--- config.mk ---
export PLATFORM = sky130hd
export DESIGN_NAME = histogram_row_rebin_overlap
export DESIGN_NICKNAME = d
export VERILOG_FILES = /design/src/rtl/hrr_pkg.sv /design/src/rtl/histogram_row_rebin_overlap.sv /design/src/rtl/hrr_iter_unit.sv
export SDC_FILE = /design/constraint.sdc
export NUM_CORES = 2
export LEC_CHECK = 0
export ABC_AREA = 1
export BUFFER_PORTS_ARGS = -buffer_cell sky130_fd_sc_hd__buf_4
export CAP_MARGIN = 10
export CORE_ASPECT_RATIO = 0.6
export CORE_MARGIN = 2
export CORE_UTILIZATION = 40
export CTS_CLUSTER_SIZE = 14
export DETAILED_ROUTE_END_ITERATION = 12
export HOLD_SLACK_MARGIN = 0.08
export PLACE_DENSITY_LB_ADDON = 0.15
export SYNTH_ARGS = -nofsm -noshare
export SYNTH_HDL_FRONTEND = slang
export SYNTH_SLANG_ARGS = --single-unit
--- constraint.sdc ---
create_clock -name clk_i -period 18.1 [get_ports clk_i]
set_clock_uncertainty 0.1 [all_clocks]
set_input_delay 1.81 -clock clk_i [delete_from_list [all_inputs] [get_ports clk_i]]
set_output_delay 1.81 -clock clk_i [all_outputs]
set_load 0.05 [all_outputs]
--- src/rtl/hrr_pkg.sv ---
// Package for the histogram row rebinner: field widths, register indexes
// and the request/response types of the shared root and divide unit.
// No dependencies; every other file of the block imports it.
`default_nettype none

package hrr_pkg;

  // Configuration register widths and indexes.
  localparam int BINS_W    = 7;
  localparam int CFG_IDX_W = 4;
  localparam logic [CFG_IDX_W-1:0] CFG_IN_BINS  = 4'd0;
  localparam logic [CFG_IDX_W-1:0] CFG_OUT_BINS = 4'd1;

  // Item field widths.
  localparam int CONTENT_IN_W  = 32;
  localparam int ERROR_IN_W    = 16;
  localparam int CONTENT_OUT_W = 38;
  localparam int ERROR_OUT_W   = 22;
  localparam int IDX_W         = 6;
  localparam int IN_TDATA_W    = 48;
  localparam int OUT_TDATA_W   = 72;

  // Scaled edge positions reach in_bins * out_bins, at most 4096.
  localparam int POS_W = 13;

  // Accumulators and intermediate products.
  localparam int CSUM_W  = 40;
  localparam int ESUM_W  = 48;
  localparam int EO_W    = 23;

  // Shared unit: bit-pair root of an ESUM_W operand, restoring division.
  localparam int ROOT_W     = ESUM_W / 2;
  localparam int REM_W      = ROOT_W + 2;
  localparam int CNT_W      = 6;
  localparam int SQRT_STEPS = ROOT_W;
  localparam int DIV_STEPS  = ESUM_W;

  typedef struct packed {
    logic              start;
    logic              is_sqrt;
    logic [ESUM_W-1:0] operand;
    logic [BINS_W-1:0] divisor;
  } hrr_req_t;

  typedef struct packed {
    logic              done;
    logic [ESUM_W-1:0] result;
  } hrr_resp_t;

endpackage

`default_nettype wire

--- src/rtl/histogram_row_rebin_overlap.sv ---
// Histogram row rebinner: spreads each source bin over the output bins it
// overlaps and emits each output bin, content and quadrature error, once
// its upper edge is reached. An input item passes the multiply, square and
// add states, and for each output bin it completes the shared bit-serial
// unit runs a 24-step square root and two 48-step divisions. The block
// takes no item while one is at work.
// Depends on hrr_pkg and hrr_iter_unit.
`default_nettype none

module histogram_row_rebin_overlap #(
  parameter int MAX_BINS = 64
) (
  input  wire                                  clk_i,
  input  wire                                  rst_ni,
  // Configuration writes.
  input  wire                                  cfg_valid_i,
  output logic                                 cfg_ready_o,
  input  wire  [hrr_pkg::CFG_IDX_W-1:0]        cfg_index_i,
  input  wire  [hrr_pkg::BINS_W-1:0]           cfg_data_i,
  // Source bins.
  input  wire                                  s_axis_tvalid,
  output logic                                 s_axis_tready,
  // tdata: content_in[31:0], error_in[47:32].
  input  wire  [hrr_pkg::IN_TDATA_W-1:0]       s_axis_tdata,
  // Rebinned bins.
  output logic                                 m_axis_tvalid,
  input  wire                                  m_axis_tready,
  // tdata: content_out[37:0], error_out[59:38], out_index[65:60], zeros above.
  output logic [hrr_pkg::OUT_TDATA_W-1:0]      m_axis_tdata,
  // tlast: last_of_run.
  output logic                                 m_axis_tlast,
  // tuser: last_in_row.
  output logic                                 m_axis_tuser
);
  import hrr_pkg::*;

  typedef enum logic [7:0] {
    S_IDLE = 8'b0000_0001,
    S_MUL1 = 8'b0000_0010,
    S_MUL2 = 8'b0000_0100,
    S_ADD  = 8'b0000_1000,
    S_ROOT = 8'b0001_0000,
    S_DIVE = 8'b0010_0000,
    S_DIVC = 8'b0100_0000,
    S_OUT  = 8'b1000_0000
  } hrr_state_e;

  localparam logic [BINS_W-1:0] MaxBins = BINS_W'(MAX_BINS);

  function automatic logic [BINS_W-1:0] clamp_bins(input logic [BINS_W-1:0] v);
    logic [BINS_W-1:0] b;
    b = v;
    if (b == '0) b = BINS_W'(1);
    if (b > MaxBins) b = MaxBins;
    return b;
  endfunction

  hrr_state_e state_q, state_d;

  logic [BINS_W-1:0]              in_bins_q, in_bins_d;
  logic [BINS_W-1:0]              out_bins_q, out_bins_d;
  logic [BINS_W-1:0]              in_pos_q, in_pos_d;
  logic [BINS_W-1:0]              out_pos_q, out_pos_d;
  logic [POS_W-1:0]               lo_in_q, lo_in_d;
  logic [POS_W-1:0]               lo_out_q, lo_out_d;
  logic signed [CSUM_W-1:0]       csum_q, csum_d;
  logic [ESUM_W-1:0]              esum_q, esum_d;

  logic signed [CONTENT_IN_W-1:0] content_q, content_d;
  logic [ERROR_IN_W-1:0]          err_q, err_d;
  logic signed [CSUM_W-1:0]       cprod_q, cprod_d;
  logic [EO_W-1:0]                eo_q, eo_d;
  logic [ESUM_W-1:0]              sq_q, sq_d;
  logic [ERROR_OUT_W-1:0]         err_res_q, err_res_d;
  logic [CONTENT_OUT_W-1:0]       cout_q, cout_d;

  logic                           m_valid_q, m_valid_d;
  logic [CONTENT_OUT_W-1:0]       m_content_q;
  logic [ERROR_OUT_W-1:0]         m_error_q;
  logic [IDX_W-1:0]               m_index_q;
  logic                           m_last_q;
  logic                           m_user_q;

  hrr_req_t  req;
  hrr_resp_t resp;

  logic [POS_W-1:0]    hi_in, hi_out, lo, hi;
  logic [BINS_W-1:0]   ov;
  logic                last_bin, run_end, load, finish, restart;
  logic [CSUM_W-1:0]   mag;
  logic [ESUM_W-1:0]   half;

  hrr_iter_unit u_iter (
    .clk_i  (clk_i),
    .rst_ni (rst_ni),
    .req_i  (req),
    .resp_o (resp)
  );

  // Overlap of the current source bin with the current output bin.
  always_comb begin
    hi_in    = lo_in_q + POS_W'(out_bins_q);
    hi_out   = lo_out_q + POS_W'(in_bins_q);
    lo       = (lo_in_q > lo_out_q) ? lo_in_q : lo_out_q;
    hi       = (hi_in < hi_out) ? hi_in : hi_out;
    ov       = (hi > lo) ? BINS_W'(hi - lo) : '0;
    last_bin = (out_pos_q + BINS_W'(1)) == out_bins_q;
    run_end  = last_bin ||
               (({1'b0, hi_out} + (POS_W+1)'(in_bins_q)) > {1'b0, hi_in});
    mag      = csum_q[CSUM_W-1] ? CSUM_W'(-csum_q) : CSUM_W'(csum_q);
    half     = {{(ESUM_W-BINS_W+1){1'b0}}, out_bins_q[BINS_W-1:1]};
  end

  // Sequencer: accumulate, then root and divide for each finished bin.
  always_comb begin
    state_d    = state_q;
    in_bins_d  = in_bins_q;
    out_bins_d = out_bins_q;
    in_pos_d   = in_pos_q;
    out_pos_d  = out_pos_q;
    lo_in_d    = lo_in_q;
    lo_out_d   = lo_out_q;
    csum_d     = csum_q;
    esum_d     = esum_q;
    content_d  = content_q;
    err_d      = err_q;
    cprod_d    = cprod_q;
    eo_d       = eo_q;
    sq_d       = sq_q;
    err_res_d  = err_res_q;
    cout_d     = cout_q;
    req        = '0;
    load       = 1'b0;
    finish     = 1'b0;
    restart    = 1'b0;

    case (state_q)
      S_IDLE: begin
        if (s_axis_tvalid) begin
          content_d = s_axis_tdata[CONTENT_IN_W-1:0];
          err_d     = s_axis_tdata[CONTENT_IN_W +: ERROR_IN_W];
          restart   = (in_pos_q >= in_bins_q) || (out_pos_q >= out_bins_q);
          state_d   = S_MUL1;
        end
      end
      S_MUL1: begin
        cprod_d = $signed({{(CSUM_W-CONTENT_IN_W){content_q[CONTENT_IN_W-1]}}, content_q})
                * $signed({{(CSUM_W-BINS_W){1'b0}}, ov});
        eo_d    = {{(EO_W-ERROR_IN_W){1'b0}}, err_q} * {{(EO_W-BINS_W){1'b0}}, ov};
        state_d = S_MUL2;
      end
      S_MUL2: begin
        sq_d    = {{(ESUM_W-EO_W){1'b0}}, eo_q} * {{(ESUM_W-EO_W){1'b0}}, eo_q};
        state_d = S_ADD;
      end
      S_ADD: begin
        csum_d = csum_q + cprod_q;
        esum_d = esum_q + sq_q;
        if (hi_out > hi_in) begin
          finish  = 1'b1;
          state_d = S_IDLE;
        end else begin
          req.start   = 1'b1;
          req.is_sqrt = 1'b1;
          req.operand = esum_d;
          req.divisor = out_bins_q;
          state_d     = S_ROOT;
        end
      end
      S_ROOT: begin
        if (resp.done) begin
          req.start   = 1'b1;
          req.operand = {{(ESUM_W-ROOT_W){1'b0}}, resp.result[ROOT_W-1:0]} + half;
          req.divisor = out_bins_q;
          state_d     = S_DIVE;
        end
      end
      S_DIVE: begin
        if (resp.done) begin
          err_res_d   = resp.result[ERROR_OUT_W-1:0];
          req.start   = 1'b1;
          req.operand = {{(ESUM_W-CSUM_W){1'b0}}, mag} + half;
          req.divisor = out_bins_q;
          state_d     = S_DIVC;
        end
      end
      S_DIVC: begin
        if (resp.done) begin
          cout_d  = csum_q[CSUM_W-1] ? (~resp.result[CONTENT_OUT_W-1:0] + CONTENT_OUT_W'(1))
                                     : resp.result[CONTENT_OUT_W-1:0];
          state_d = S_OUT;
        end
      end
      S_OUT: begin
        if (!m_valid_q || m_axis_tready) begin
          load      = 1'b1;
          csum_d    = '0;
          esum_d    = '0;
          out_pos_d = out_pos_q + BINS_W'(1);
          lo_out_d  = lo_out_q + POS_W'(in_bins_q);
          if (last_bin) begin
            finish  = 1'b1;
            state_d = S_IDLE;
          end else begin
            state_d = S_MUL1;
          end
        end
      end
      default: begin
        state_d = S_IDLE;
      end
    endcase

    // End of the source item: step the source edge or close the row.
    if (finish) begin
      if ((in_pos_q + BINS_W'(1)) >= in_bins_q) begin
        restart = 1'b1;
      end else begin
        in_pos_d = in_pos_q + BINS_W'(1);
        lo_in_d  = hi_in;
      end
    end

    // Writes to a bin-count register set the count and restart the row.
    if (cfg_valid_i) begin
      if (cfg_index_i == CFG_IN_BINS) begin
        in_bins_d = clamp_bins(cfg_data_i);
        restart   = 1'b1;
      end else if (cfg_index_i == CFG_OUT_BINS) begin
        out_bins_d = clamp_bins(cfg_data_i);
        restart    = 1'b1;
      end
    end

    if (restart) begin
      in_pos_d  = '0;
      out_pos_d = '0;
      lo_in_d   = '0;
      lo_out_d  = '0;
      csum_d    = '0;
      esum_d    = '0;
    end
  end

  // Output register: holds one result while the next one is worked out.
  always_comb begin
    m_valid_d = m_valid_q;
    if (load) begin
      m_valid_d = 1'b1;
    end else if (m_axis_tready) begin
      m_valid_d = 1'b0;
    end
  end

  always_ff @(posedge clk_i or negedge rst_ni) begin
    if (!rst_ni) begin
      state_q    <= S_IDLE;
      in_bins_q  <= MaxBins;
      out_bins_q <= MaxBins;
      in_pos_q   <= '0;
      out_pos_q  <= '0;
      lo_in_q    <= '0;
      lo_out_q   <= '0;
      csum_q     <= '0;
      esum_q     <= '0;
      m_valid_q  <= 1'b0;
    end else begin
      state_q    <= state_d;
      in_bins_q  <= in_bins_d;
      out_bins_q <= out_bins_d;
      in_pos_q   <= in_pos_d;
      out_pos_q  <= out_pos_d;
      lo_in_q    <= lo_in_d;
      lo_out_q   <= lo_out_d;
      csum_q     <= csum_d;
      esum_q     <= esum_d;
      m_valid_q  <= m_valid_d;
    end
  end

  always_ff @(posedge clk_i) begin
    content_q <= content_d;
    err_q     <= err_d;
    cprod_q   <= cprod_d;
    eo_q      <= eo_d;
    sq_q      <= sq_d;
    err_res_q <= err_res_d;
    cout_q    <= cout_d;
    if (load) begin
      m_content_q <= cout_q;
      m_error_q   <= err_res_q;
      m_index_q   <= out_pos_q[IDX_W-1:0];
      m_last_q    <= run_end;
      m_user_q    <= last_bin;
    end
  end

  assign cfg_ready_o   = 1'b1;
  assign s_axis_tready = (state_q == S_IDLE);
  assign m_axis_tvalid = m_valid_q;
  assign m_axis_tdata  = {{(OUT_TDATA_W-CONTENT_OUT_W-ERROR_OUT_W-IDX_W){1'b0}},
                          m_index_q, m_error_q, m_content_q};
  assign m_axis_tlast  = m_last_q;
  assign m_axis_tuser  = m_user_q;

`ifndef SYNTH
  a_pos_in_row: assert property (@(posedge clk_i) disable iff (!rst_ni)
    state_q == S_IDLE |-> in_pos_q < in_bins_q)
    else $error("source position beyond the row while idle");
  a_load_from_out: assert property (@(posedge clk_i) disable iff (!rst_ni)
    $rose(m_valid_q) |-> $past(state_q == S_OUT))
    else $error("result loaded outside the output state");
  a_done_waiting: assert property (@(posedge clk_i) disable iff (!rst_ni)
    resp.done |-> (state_q == S_ROOT || state_q == S_DIVE || state_q == S_DIVC))
    else $error("unit finished while no result was awaited");
`endif

endmodule

`default_nettype wire

--- src/rtl/hrr_iter_unit.sv ---
// Shared bit-serial unit: integer square root (two bits per step) or
// restoring division by a 7-bit divisor (one bit per step).
// Depends on hrr_pkg for widths and the request/response structs.
`default_nettype none

module hrr_iter_unit (
  input  wire                clk_i,
  input  wire                rst_ni,
  input  hrr_pkg::hrr_req_t  req_i,
  output hrr_pkg::hrr_resp_t resp_o
);
  import hrr_pkg::*;

  logic              busy_q, busy_d;
  logic              done_q, done_d;
  logic              sqrt_q, sqrt_d;
  logic [CNT_W-1:0]  cnt_q, cnt_d;
  logic [ESUM_W-1:0] x_q, x_d;
  logic [REM_W-1:0]  rem_q, rem_d;
  logic [ROOT_W-1:0] root_q, root_d;
  logic [BINS_W-1:0] div_q, div_d;

  logic [REM_W-1:0]  cand;
  logic [REM_W-1:0]  trial;
  logic [REM_W:0]    diff;
  logic              ge;

  // One compare and subtract serves both operations.
  always_comb begin
    if (sqrt_q) begin
      cand  = {rem_q[REM_W-3:0], x_q[ESUM_W-1 -: 2]};
      trial = {root_q, 2'b01};
    end else begin
      cand  = {{(REM_W-BINS_W){1'b0}}, rem_q[BINS_W-2:0], x_q[ESUM_W-1]};
      trial = {{(REM_W-BINS_W){1'b0}}, div_q};
    end
    diff = {1'b0, cand} - {1'b0, trial};
    ge   = ~diff[REM_W];
  end

  // Step sequencing: load on start, then one step per cycle.
  always_comb begin
    busy_d = busy_q;
    sqrt_d = sqrt_q;
    cnt_d  = cnt_q;
    x_d    = x_q;
    rem_d  = rem_q;
    root_d = root_q;
    div_d  = div_q;
    done_d = busy_q && (cnt_q == '0);
    if (req_i.start) begin
      busy_d = 1'b1;
      sqrt_d = req_i.is_sqrt;
      cnt_d  = req_i.is_sqrt ? CNT_W'(SQRT_STEPS - 1) : CNT_W'(DIV_STEPS - 1);
      x_d    = req_i.operand;
      rem_d  = '0;
      root_d = '0;
      div_d  = req_i.divisor;
    end else if (busy_q) begin
      rem_d = ge ? diff[REM_W-1:0] : cand;
      if (sqrt_q) begin
        x_d    = {x_q[ESUM_W-3:0], 2'b00};
        root_d = {root_q[ROOT_W-2:0], ge};
      end else begin
        x_d = {x_q[ESUM_W-2:0], ge};
      end
      if (cnt_q == '0) begin
        busy_d = 1'b0;
      end else begin
        cnt_d = cnt_q - CNT_W'(1);
      end
    end
  end

  always_ff @(posedge clk_i or negedge rst_ni) begin
    if (!rst_ni) begin
      busy_q <= 1'b0;
      done_q <= 1'b0;
      sqrt_q <= 1'b0;
      cnt_q  <= '0;
    end else begin
      busy_q <= busy_d;
      done_q <= done_d;
      sqrt_q <= sqrt_d;
      cnt_q  <= cnt_d;
    end
  end

  always_ff @(posedge clk_i) begin
    x_q    <= x_d;
    rem_q  <= rem_d;
    root_q <= root_d;
    div_q  <= div_d;
  end

  assign resp_o.done   = done_q;
  assign resp_o.result = sqrt_q ? {{(ESUM_W-ROOT_W){1'b0}}, root_q} : x_q;

`ifndef SYNTH
  a_no_start_busy: assert property (@(posedge clk_i) disable iff (!rst_ni)
    req_i.start |-> !busy_q) else $error("unit started while busy");
  a_done_after_busy: assert property (@(posedge clk_i) disable iff (!rst_ni)
    done_q |-> $past(busy_q) && !busy_q) else $error("done without a finished run");
  a_div_rem_bound: assert property (@(posedge clk_i) disable iff (!rst_ni)
    busy_q && !sqrt_q |-> rem_q < {{(REM_W-BINS_W){1'b0}}, div_q})
    else $error("division remainder not below divisor");
`endif

endmodule

`default_nettype wire

==> metrics.md <==
| Metric | Value |
|---|---|
| Status | `finished clean` |
| Synth unique cells | `66` |
| Chip width | `513 um` |
| Cts repair resizes | `0` |
| Slew headroom | `0.0771` |
| # Max-Cap Violations | `0` |
| DP HPWL | `~160 mm` |
| Post-CTS Hold Buffers | `0` |
| Fill cell count | `approximately 16,000` |
| FF-to-FF Start | `out_bins_q[2]$_DFFE_PN0P_` |
| Buffers on Ports | `133` |
| Most frequent cells in the layout | `1,601 x inv_1, 1,580 x nand2_1, 765 x nor2_1` |
| Worst Reg-to-Reg Cells | `44` |
| Synthesized instance count | `7,850` |
| Die area | `159,000 sq um` |
| CP endpoint kind | `flip-flop` |
| Post-Syn Area | `62,300 sq um` |
| Routed WL | `a little under 200 mm` |
| Total Neg Setup Slack | `0 ps` |
| Effective utilization at floorplan | `0.402` |
| Gr usage total | `0.248` |
| First-pass GRT wire length | `~310 mm` |
| Hold path cells | `0` |
| Worst-Margin Slew | `1380 ps` |
| Arrival @ worst endpoint | `approximately 12,000 ps` |
| Hold EP | `m_content_q[5]$_DFFE_PP_` |
| Max Fclk | `between 80 and 90 MHz` |
| Vias in the first global route | `50,235` |
| Sequential area share after synthesis | `0.243` |
| Hold_sp | `cout_q[5]$_DFFE_PP_` |
| Core Area | `roughly 150,000 sq um` |
| Hold WC Path Type | `reg -> reg` |
| DR pass1 iterations | `6` |
| Share of cells above drive strength 1 | `0.0466` |
| Clock buffer depth | `3` |
| Reg-to-reg critical path endpoint | `eo_q[21]$_DFFE_PP_` |
| Most frequent cell on the critical path | `nand2_1` |
| Top delay family on crit path | `simple AND/OR/NAND/NOR gates` |
| Nets | `between 9,000 and 10,000` |
| TritonCTS Buffers | `between 50 and 60` |
| Commonest non-fill, non-tap cell in the layout | `inv_1` |
| Worst-skew pair later-pin latency | `700 ps` |
| Hold WS | `318 ps` |
| Final Hold Viols | `0` |
| Primary FF master, synth | `edfxtp_1` |
| Post-route ant nets | `0` |
| Level count of the clock H-tree | `2` |
| Ports | `141` |
| R2r setup slk | `around 6400 ps` |
| Die height | `310 um` |
| WP buf/inv | `2` |
| Iter 0 DRT Violations | `~5,200` |
| Worst-path clk slew | `60 ps` |
| GPL Wtd Cong | `approximately 0.95` |
| CTS tree | `yes` |
| Initial antenna violation count | `4` |
| Post-synth EDFFs | `339` |
| FP Rows | `112` |
| Yosys reg bits | `between 500 and 600` |
| Clk sinks | `around 550` |
| Layout area overhead | `8.50%` |
| Wirelength per Cell | `~20 um` |
| Post CTS Setup Buffer Count | `0` |
| Max Slew Vio Count | `0` |
| Post-layout instance area | `~68,000 sq um` |
| Worst-path maximum fanout | `25` |
| Vias per cell | `between 5 and 6` |
| DR vias | `52,022` |
| Remaining DRCs | `0` |
| Tmin final | `11,740 ps` |
| Final setup viols | `0` |
| Startpoint Class | `flip-flop` |
| Unrepaired setup endpoints after global routing | `false` |
| Root buf cell | `clkbuf_16` |
| Worst path slowest cell | `nand3b_1` |
| Largest net degree at the start of global routing | `178` |
| Data required, critical path | `~18,000 ps` |
| Placed inst area | `65,400 sq um` |
| Mean Syn Cell Area | `about 7.9 sq um` |
| Worst setup path category | `reg -> reg` |
| GRT overflow | `0` |
| Crit share post-route | `0.649` |
| CP peak stage delay | `between 800 and 900 ps` |
| Syn. warnings | `0` |
| Synth async-reset ratio | `0.293` |
## Yosys cell counts, types with 3 or more instances
| library cell | instances | area share |
|---|---|---|
| xnor2_1 | 93 | 0.013 |
| nand2_1 | 1583 | 0.095 |
| ha_1 | 518 | 0.10 |
| o31ai_1 | 7 | 0.00084 |
| buf_4 | 14 | 0.0017 |
| dfstp_2 | 3 | 0.0013 |
| o221ai_1 | 4 | 0.00056 |
| edfxtp_1 | 339 | 0.16 |
| o21ai_0 | 307 | 0.025 |
| o22ai_1 | 16 | 0.0016 |
| o21bai_1 | 39 | 0.0047 |
| dfxtp_1 | 48 | 0.015 |
| buf_2 | 43 | 0.0035 |
| nor2_4 | 4 | 0.00072 |
| clkbuf_1 | 134 | 0.0081 |
| nand3_1 | 285 | 0.023 |
| inv_2 | 6 | 0.00036 |
| a31o_2 | 4 | 0.00056 |
| o21ai_1 | 13 | 0.0010 |
| o21ai_2 | 6 | 0.00084 |
| or2_2 | 15 | 0.0015 |
| nor2_2 | 8 | 0.00080 |
| a21boi_0 | 16 | 0.0019 |
| nand3b_1 | 26 | 0.0031 |
| dfrtp_1 | 157 | 0.063 |
| a21oi_1 | 416 | 0.033 |
| buf_6 | 13 | 0.0024 |
| nand2_2 | 9 | 0.00090 |
| o211ai_1 | 25 | 0.0030 |
| inv_1 | 1602 | 0.097 |
| fa_1 | 630 | 0.20 |
| nor3_1 | 53 | 0.0043 |
| xor2_1 | 206 | 0.029 |
| nor2_1 | 768 | 0.046 |
| o21a_1 | 15 | 0.0018 |
| nand4_1 | 249 | 0.025 |
| a21o_1 | 24 | 0.0029 |
| o2111ai_1 | 19 | 0.0027 |
| a31oi_1 | 52 | 0.0052 |
| buf_1 | 16 | 0.00096 |
| a211oi_1 | 7 | 0.00084 |
| and3_1 | 6 | 0.00060 |
| nor4_1 | 20 | 0.0020 |
## registers in the layout (all words and copies together), names as in the netlist, 6 cells and up
name           flops
state_q            8
out_pos_q          7
eo_q              23
in_pos_q           7
u_iter.cnt_q       6
content_q         32
csum_q            40
cprod_q           40
sq_q              45
m_error_q         22
out_bins_q         7
in_bins_q          7
esum_q            48
lo_out_q          13
u_iter.div_q       7
err_res_q         22
u_iter.rem_q      24
m_index_q          6
lo_in_q           13
u_iter.x_q        48
m_content_q       38
cout_q            38
u_iter.root_q     24
err_q             16
## cell type report
class	count	area, sq um	share of cell area
diodes	2	5.00	0.0000740
multi-input cells	5480	40200	0.595
well taps	2052	2570	0.0380
clock inverters	26	487	0.00720
clock buffers	82	1650	0.0245
flip-flops and latches	547	15200	0.224
inverters	1608	6040	0.0893
repair buffers	197	1500	0.0221
## worst register-to-register path: cells and delay by family (launching register included)
kind                       cells  cell delay (ps)
buffers and inverters          2              100
DFF                            1              480
AOI/OAI and AO/OA             15             3110
adders and majority gates      8             3520
and+or+nand+nor               17             3770
xor gates and xnor gates       2              390
## stage by stage
step,util,cells,setup slack (ps)
after floorplan,-,7855,8260
after global placement,0.422,9884,6430
after detailed placement,0.422,9884,6420
after CTS,0.436,9992,6330
after global routing,0.436,9992,5220
final,0.436,9994,6360
## routing by layer
metal	global-route usage	wire (um)
met1	0.419	105000
met2	0.328	73300
met3	0.0370	15200
met4	0.0301	2230
met5	0	13
## kinds of logic (layout without fill, tap and decap cells)
group | Yosys count | after routing | share of synthesized area
flip-flops | 547 | 547 | 0.243
adder cells (fa/ha/maj) | 1148 | 1148 | 0.307
AND/OR/NAND/NOR | 3040 | 3040 | 0.206
multiplexers | 3 | 3 | 0.000502
AO/OA/AOI/OAI | 983 | 983 | 0.0885
XOR/XNOR | 299 | 299 | 0.0420
other | 2 | 9 | 0.000121
buffers and inverters | 1828 | 1913 | 0.113
## worst max path at each step
| stage | startpoint | end | slack, ps | depth (start not counted) |
|---|---|---|---|---|
| after floorplan | out_bins_q[2]$_DFFE_PN0P_ | eo_q[19]$_DFFE_PP_ | 8260 | 46 |
| after global placement | out_bins_q[2]$_DFFE_PN0P_ | eo_q[19]$_DFFE_PP_ | 6430 | 44 |
| after detailed placement | out_bins_q[2]$_DFFE_PN0P_ | eo_q[21]$_DFFE_PP_ | 6420 | 44 |
| after CTS | out_bins_q[2]$_DFFE_PN0P_ | eo_q[21]$_DFFE_PP_ | 6330 | 44 |
| after global routing | out_bins_q[2]$_DFFE_PN0P_ | eo_q[19]$_DFFE_PP_ | 5220 | 44 |
| final | out_bins_q[2]$_DFFE_PN0P_ | eo_q[21]$_DFFE_PP_ | 6360 | 44 |
Power is left out: the tool's default activity adds up to more than one toggle a clock period on the data nets, which glitch-free logic cannot reach.
